**config.mk**
```make
export PLATFORM = sky130hd
export DESIGN_NAME = wft_ctrl
export DESIGN_NICKNAME = d
export VERILOG_FILES = /design/src/design/wft_pkg.sv /design/src/design/wft_ctrl.sv
export SDC_FILE = /design/constraint.sdc
export NUM_CORES = 1
export LEC_CHECK = 0
export ABC_AREA = 1
export ABC_CLOCK_PERIOD_IN_PS = 1120
export BUFFER_PORTS_ARGS = -buffer_cell sky130_fd_sc_hd__buf_2
export CORE_AREA = 5 5 42 44
export CTS_CLUSTER_SIZE = 24
export DETAILED_ROUTE_END_ITERATION = 8
export DIE_AREA = 0 0 47 49
export PLACE_DENSITY_LB_ADDON = 0.08
export SYNTH_ARGS = -nofsm -noshare
export SYNTH_HDL_FRONTEND = slang
export SYNTH_SLANG_ARGS = --single-unit
```
**constraint.sdc**
```tcl
create_clock -name clock -period 1.12 [get_ports clock]
set_input_delay 0.056 -clock clock [delete_from_list [all_inputs] [get_ports clock]]
set_output_delay 0.056 -clock clock [all_outputs]
set_load 0.05 [all_outputs]
```
**src/design/wft_pkg.sv**
```systemverilog
`timescale 1ns / 1ps
`default_nettype none
package wft_pkg;

   localparam int LETTER_BITS = 5;
   localparam int WORD_BITS   = 60;
   localparam int LEN_BITS    = 4;
   localparam int COUNT_BITS  = 32;
   localparam int ENTRY_BITS  = WORD_BITS + LEN_BITS + COUNT_BITS;

   typedef enum logic [1:0] {
      CMD_BYTE  = 2'd0,
      CMD_READ  = 2'd1,
      CMD_FLUSH = 2'd2,
      CMD_NOP   = 2'd3
   } cmd_type;

   typedef enum logic [2:0] {
      ST_NONE      = 3'd0,
      ST_ADDED     = 3'd1,
      ST_COUNTED   = 3'd2,
      ST_NONLETTER = 3'd3,
      ST_TOOLONG   = 3'd4,
      ST_FULL      = 3'd5,
      ST_READ      = 3'd6,
      ST_BADINDEX  = 3'd7
   } status_type;

   typedef enum logic [2:0] {
      S_IDLE,
      S_SCAN,
      S_CHECK,
      S_READWAIT,
      S_READOUT,
      S_OUT
   } state_type;

   // controller to datapath
   typedef struct packed {
      logic take_byte;
      logic drop_token;
      logic start_scan;
      logic scan_next;
      logic do_check;
      logic do_hit;
      logic do_append;
      logic do_full;
      logic do_read;
      logic do_read_data;
      logic do_simple;
      logic out_load;
   } ctrl_type;

   // datapath to controller
   typedef struct packed {
      logic is_space;
      logic token_empty;
      logic token_bad;
      logic scan_done;
      logic scan_match;
      logic scan_hit;
      logic table_full;
      logic index_ok;
      logic out_busy;
   } stat_type;

endpackage
`default_nettype wire

```
**src/design/wft_ctrl.sv**
```systemverilog
`timescale 1ns / 1ps
`default_nettype none
module wft_ctrl (
   input  wire logic                 clock,
   input  wire logic                 reset,
   input  wire logic                 req_valid,
   output logic                      req_stall,
   input  wire logic [1:0]           req_cmd,
   input  wire wft_pkg::stat_type    stat,
   output wft_pkg::ctrl_type         ctrl
);
   wft_pkg::state_type state_ff, state_in;
   wft_pkg::cmd_type   cmd;
   logic               accept;

   assign cmd       = wft_pkg::cmd_type'(req_cmd);
   assign req_stall = (state_ff != wft_pkg::S_IDLE) || stat.out_busy;
   assign accept    = req_valid && !req_stall;

   // next state
   always_comb begin
      state_in = state_ff;
      case (state_ff)
         wft_pkg::S_IDLE: begin
            if (accept) begin
               case (cmd)
                  wft_pkg::CMD_READ: begin
                     if (stat.index_ok) state_in = wft_pkg::S_READWAIT;
                  end
                  wft_pkg::CMD_BYTE, wft_pkg::CMD_FLUSH: begin
                     if ((cmd == wft_pkg::CMD_FLUSH || stat.is_space) &&
                         !stat.token_empty && !stat.token_bad)
                        state_in = wft_pkg::S_SCAN;
                  end
                  default: state_in = wft_pkg::S_IDLE;
               endcase
            end
         end
         wft_pkg::S_SCAN:     if (stat.scan_done) state_in = wft_pkg::S_OUT;
                              else state_in = wft_pkg::S_CHECK;
         wft_pkg::S_CHECK: begin
            if (stat.scan_match) state_in = wft_pkg::S_OUT;
            else state_in = wft_pkg::S_SCAN;
         end
         wft_pkg::S_READWAIT: state_in = wft_pkg::S_READOUT;
         wft_pkg::S_READOUT:  state_in = wft_pkg::S_IDLE;
         wft_pkg::S_OUT:      state_in = wft_pkg::S_IDLE;
         default:             state_in = wft_pkg::S_IDLE;
      endcase
   end

   // command outputs
   always_comb begin
      ctrl = '0;
      case (state_ff)
         wft_pkg::S_IDLE: begin
            if (accept) begin
               case (cmd)
                  wft_pkg::CMD_READ: begin
                     ctrl.do_read = 1'b1;
                     if (!stat.index_ok) ctrl.do_simple = 1'b1;
                  end
                  wft_pkg::CMD_BYTE, wft_pkg::CMD_FLUSH: begin
                     if (cmd == wft_pkg::CMD_BYTE && !stat.is_space) begin
                        ctrl.take_byte = 1'b1;
                        ctrl.do_simple = 1'b1;
                     end else if (stat.token_empty || stat.token_bad) begin
                        ctrl.drop_token = 1'b1;
                        ctrl.do_simple  = 1'b1;
                     end else begin
                        ctrl.start_scan = 1'b1;
                     end
                  end
                  default: ctrl.do_simple = 1'b1;
               endcase
            end
         end
         wft_pkg::S_SCAN: ctrl.scan_next = !stat.scan_done;
         wft_pkg::S_CHECK: ctrl.do_check = 1'b1;
         wft_pkg::S_READOUT: ctrl.do_read_data = 1'b1;
         wft_pkg::S_OUT: begin
            if (stat.scan_hit)        ctrl.do_hit = 1'b1;
            else if (stat.table_full) ctrl.do_full = 1'b1;
            else                      ctrl.do_append = 1'b1;
         end
         default: ctrl = '0;
      endcase
      ctrl.out_load = ctrl.do_simple || ctrl.do_hit || ctrl.do_full ||
                      ctrl.do_append || ctrl.do_read_data;
   end

   always_ff @(posedge clock) begin
      if (reset) begin
         state_ff <= wft_pkg::S_IDLE;
      end else begin
         state_ff <= state_in;
      end
   end

   // no item taken while busy
   ap_no_accept_busy: assert property (@(posedge clock) disable iff (reset)
      (state_ff != wft_pkg::S_IDLE) |-> req_stall)
      else $error("item accepted while busy");
   // a read always ends with a result
   ap_read_out: assert property (@(posedge clock) disable iff (reset)
      (state_ff == wft_pkg::S_READWAIT) |=> ctrl.do_read_data)
      else $error("read lost");
   // one result source at a time
   ap_one_src: assert property (@(posedge clock) disable iff (reset)
      $onehot0({ctrl.do_simple, ctrl.do_hit, ctrl.do_full, ctrl.do_append,
                ctrl.do_read_data}))
      else $error("result sources collide");
endmodule
`default_nettype wire

```
# ---- Word level (Yosys, flattened, before mapping)
# Index checks and enable logic that the tools add are counted.
dict set report word_totals {
  ff_bits 3
  in_bits 14
  elab_cells 62
}
dict set report classes {
  eq_ne 10
  reduce_logical 21
  mux 30
}
# operator count
set ops {}
lappend ops {{two-way mux 3 bit} 9}
lappend ops {{two-way mux 1 bit} 16}
lappend ops {{one-hot mux 3 bit (4 select lines)} 1}
lappend ops {{logical OR 1 bit} 7}
lappend ops {{== test 3 x 2 -> 1 bit (second input constant)} 2}
lappend ops {{== test 3 bit (second input constant)} 2}
lappend ops {{!= test 3 bit (second input constant)} 2}
lappend ops {{one-hot mux 3 bit (2 select lines)} 1}
lappend ops {{zero test 1 bit} 5}
lappend ops {{logical AND 1 bit} 4}
lappend ops {{two-way mux 2 bit} 2}
lappend ops {{== test 3 x 1 -> 1 bit (second input constant)} 1}
lappend ops {{zero test 3 bit} 1}
lappend ops {{AND reduction 3 bit} 1}
lappend ops {{nonzero test 3 bit} 1}
lappend ops {{== test 2 x 1 -> 1 bit (second input constant)} 1}
lappend ops {{== test 2 bit (second input constant)} 1}
lappend ops {{zero test 2 bit} 1}
lappend ops {{!= test 2 bit (second input constant)} 1}
lappend ops {{one-hot mux 1 bit (2 select lines)} 1}
lappend ops {{OR reduction 2 bit} 1}

# ---- Depth between registers and ports, before layout
dict set report depth {
  ltp_word 10
  depth_mapped 7
}

# ---- Worst setup path before layout
# Ideal clock, no wire load.
dict set report synth_timing {
  path_type {register to output}
  startpoint {register state_ff[1]}
  endpoint {output ctrl[10] (netlist bit)}
  path_slack_ps -883
  arrival_time_ps 1947
  required_ps 1064
  stages_incl_launch_ff 6
  cell_sequence {dfxtp_1 -> nor2_4 -> nand3_4 -> nor2_4 -> inv_2 -> nor3_1}
}
# item line_no
set synth_lines {}
lappend synth_lines {{start: declaration} wft_ctrl.sv:12} ;# wft_pkg::state_type state_ff, state_in;
lappend synth_lines {{start signal: assignment} wft_ctrl.sv:94} ;# state_ff <= wft_pkg::S_IDLE;
lappend synth_lines {{start signal: assignment} wft_ctrl.sv:96} ;# state_ff <= state_in;
lappend synth_lines {{end: declaration} wft_ctrl.sv:10} ;# output wft_pkg::ctrl_type ctrl

==> metrics.cfg <==
[setup_path]
critPathLaunchType=register
crit_type=register to primary output
endpoint_kind=primary output
critPathBufInv=1
r2r_cells=8
path_cells=nor2_4, nand3_4, nor2_4, nand2_1, o21ai_2, buf_6
cp_data_required_time_ns=1.06
crit_fanout=3
cp.arrival_ns=1.29
cpLargestDelayFamily=simple AND/OR/NAND/NOR gates
cp_num_cells=6
slowest_stage=dfxtp_4
cp_slowest_stage_delay_ns=0.34
crit_top_cell=nor2_4

[logic_synthesis]
synth_top_family_by_area=simple AND/OR/NAND/NOR gates
synth_xor_area_share_pct=0
synth_cells=58
ys_seq_area_share_pct=18.1
yosys_warnings=0
synth_seq_cells=3
synth-simple-area-share_pct=52.1
synth_fp_nets=72
ys_types=16
syn_area_um2=332
synth_fa_ha_area_share_pct=0
syn_area_per_cell_um2=5.72
synth-compound-area-share_pct=11.3
synth_mux_area_share_pct=0

[sta]
setup_viol=15
tns_ns=-2.11
slew_headroom_pct=77.9
layout_min_cycle_time_ns=1.35
worst_slack_ns=-0.227
rsz0062_at_grt=true
drv_slew=0
post-route-period-util_pct=120
worst_pin_slew_ns=0.328
hold_viol=0
skew_ns=0.000244
max_freq_ghz=0.743

[power]
internal_power_uw=402
power.leakage_nw=0.439
p_seq_share_pct=18.2
ir_worst_vdd_mv=0.416
p_switching_uw=262
p_clk_share_pct=28.3
netSwitchingFraction_pct=39.5
combPwrFrac_pct=53.5
p_per_area_nw_per_um2=781

[die]
pin_count=27
fp.dieW_um=47
dieArea_um2=2300
initial_utilization_pct=23.7
row_count=14
chipHeight_um=49
design.core.area_um2=1400

[layout]
regMostFlops=state_ff
top_regs=state_ff x3
drive_gt1_share_pct=65.4
largest_reg_flops=3
final_nets=122
areaGrowthSynthToFinish_pct=157
antenna_cells=0

[cts]
worstSkewPairLatency_ns=0.23
cts_made_buffers=3
h-tree-depth=1
clockBufferDepth=2
clkSinkCount=3
path_clk_slew_ns=0.03
cts_tree=done
ctsRootBufferMaster=clkbuf_4

[grt]
grt_pass1_wl_um=1830
grt_max_degree=8
antenna_found_initial=0
grt-ovfl-total=0
grtUsageTotal_pct=10.6
grt_pass1_vias=460

[detailed_routing]
drt_iter0_drc=6
vias=535
wirelength_um=1140
drc=0
firstDrtPassIters=4
wire_per_inst_um=9.28
viasPerCell=4.35
ant_nets=0

[place]
place_ws_ns=-0.0812
gp_congestion=0.724
place_hpwl_um=955
numPortBuffers=26

[flow_run]
cap_violations=0

[min_path]
hold_path.class=primary input to register
whs_path_depth=3

[outcome]
status=complete, but fails checks
violations=setup timing

## cells by family after synthesis
group,count (synthesis)
compound gates,7
flops,3
simple gates,32
buf+inv,16
## synth_stat cells (all sizes together)
cell type	number	share of area, %
a21oi	3	4.5
clkinv	1	1.5
dfxtp	3	18
inv	15	17
nand2	9	10
nand3	8	17
nand4	2	3.8
nor2	9	15
nor3	4	6.0
o211ai	1	2.3
o21ai	3	4.5
## power by group through the flow
stage	clock, mW	combinational (mW)	sequential [mW]
after floorplan	0	0.179	0.126
after global routing	0.209	0.381	0.122
after detailed placement	0	0.291	0.126
after global placement	0	0.290	0.125
after CTS	0.197	0.346	0.121
final	0.188	0.355	0.121
## cell type report
type	count	area, um2
Clock buffer	4	26.3
Fill cell	134	551
Inverter	16	72.6
Multi-Input combinational cell	39	293
Sequential cell	3	71.3
Tap cell	16	20.0
Timing Repair Buffer	45	368
## per-layer routing
metal  GRT usage, %  vias to the layer above  routed length, um
met2           15.4                       22                569
met4           4.15                        0                  0
met3           3.32                        0                 75
li1               -                      281                  -
met1           14.2                      232                497
met5              0                        -                  0
## path summary, 6_finish.rpt
path	start	end	slack, ns
max	state_ff[1]	ctrl[0]	-0.23
min	stat[5]	state_ff[2]	0.13
max reg2reg	state_ff[1]	state_ff[1]	-0.08
min reg2reg	state_ff[2]	state_ff[2]	0.70
## layout by cell type (no fill, tap or decap)
master         count
clkbuf_4           3
nand2_1            9
nand3_2            1
buf_6             12
nor2_4             4
clkinv_2           1
nor3_4             4
clkbuf_1           1
buf_8              2
clkinvlp_4         1
nor2_1             4
nand3_1            5
dlygate4sd3_1      1
o21ai_2            1
o211ai_1           1
nand4_1            2
o21ai_1            1
buf_4             17
buf_2             13
o21ai_0            1
inv_4              3
nor2_2             1
a21oi_2            1
dfxtp_4            3
nand3_4            2
a21oi_1            2
inv_1             10
inv_2              1
## stage by stage
step	area, um2	utilization [%]	total power [mW]	cells	hold WS [ns]
2_1_floorplan	402	-	0.306	58	0.125
3_3_place_gp	649	46.3	0.415	113	0.246
3_5_place_dp	649	46.3	0.417	113	0.246
4_1_cts	827	59.0	0.664	122	0.130
5_1_grt	851	60.7	0.712	123	0.143
6_report	851	60.7	0.664	123	0.133
## worst min-delay path, cell delays in order
cell and delay, ns:
buf_2 0.10, nand4_1 0.10, a21oi_1 0.07
## repair_timing
item                                    in CTS  in global routing
endpoints found under the setup margin      13                 15
hold endpoints to repair                     1                  0
gates resized for setup                     36                  5
pin swaps                                    1                  2
hold buffers                                 1                  0
setup buffers                                4                  1
Note: power is estimated with default switching activity, not from simulation.
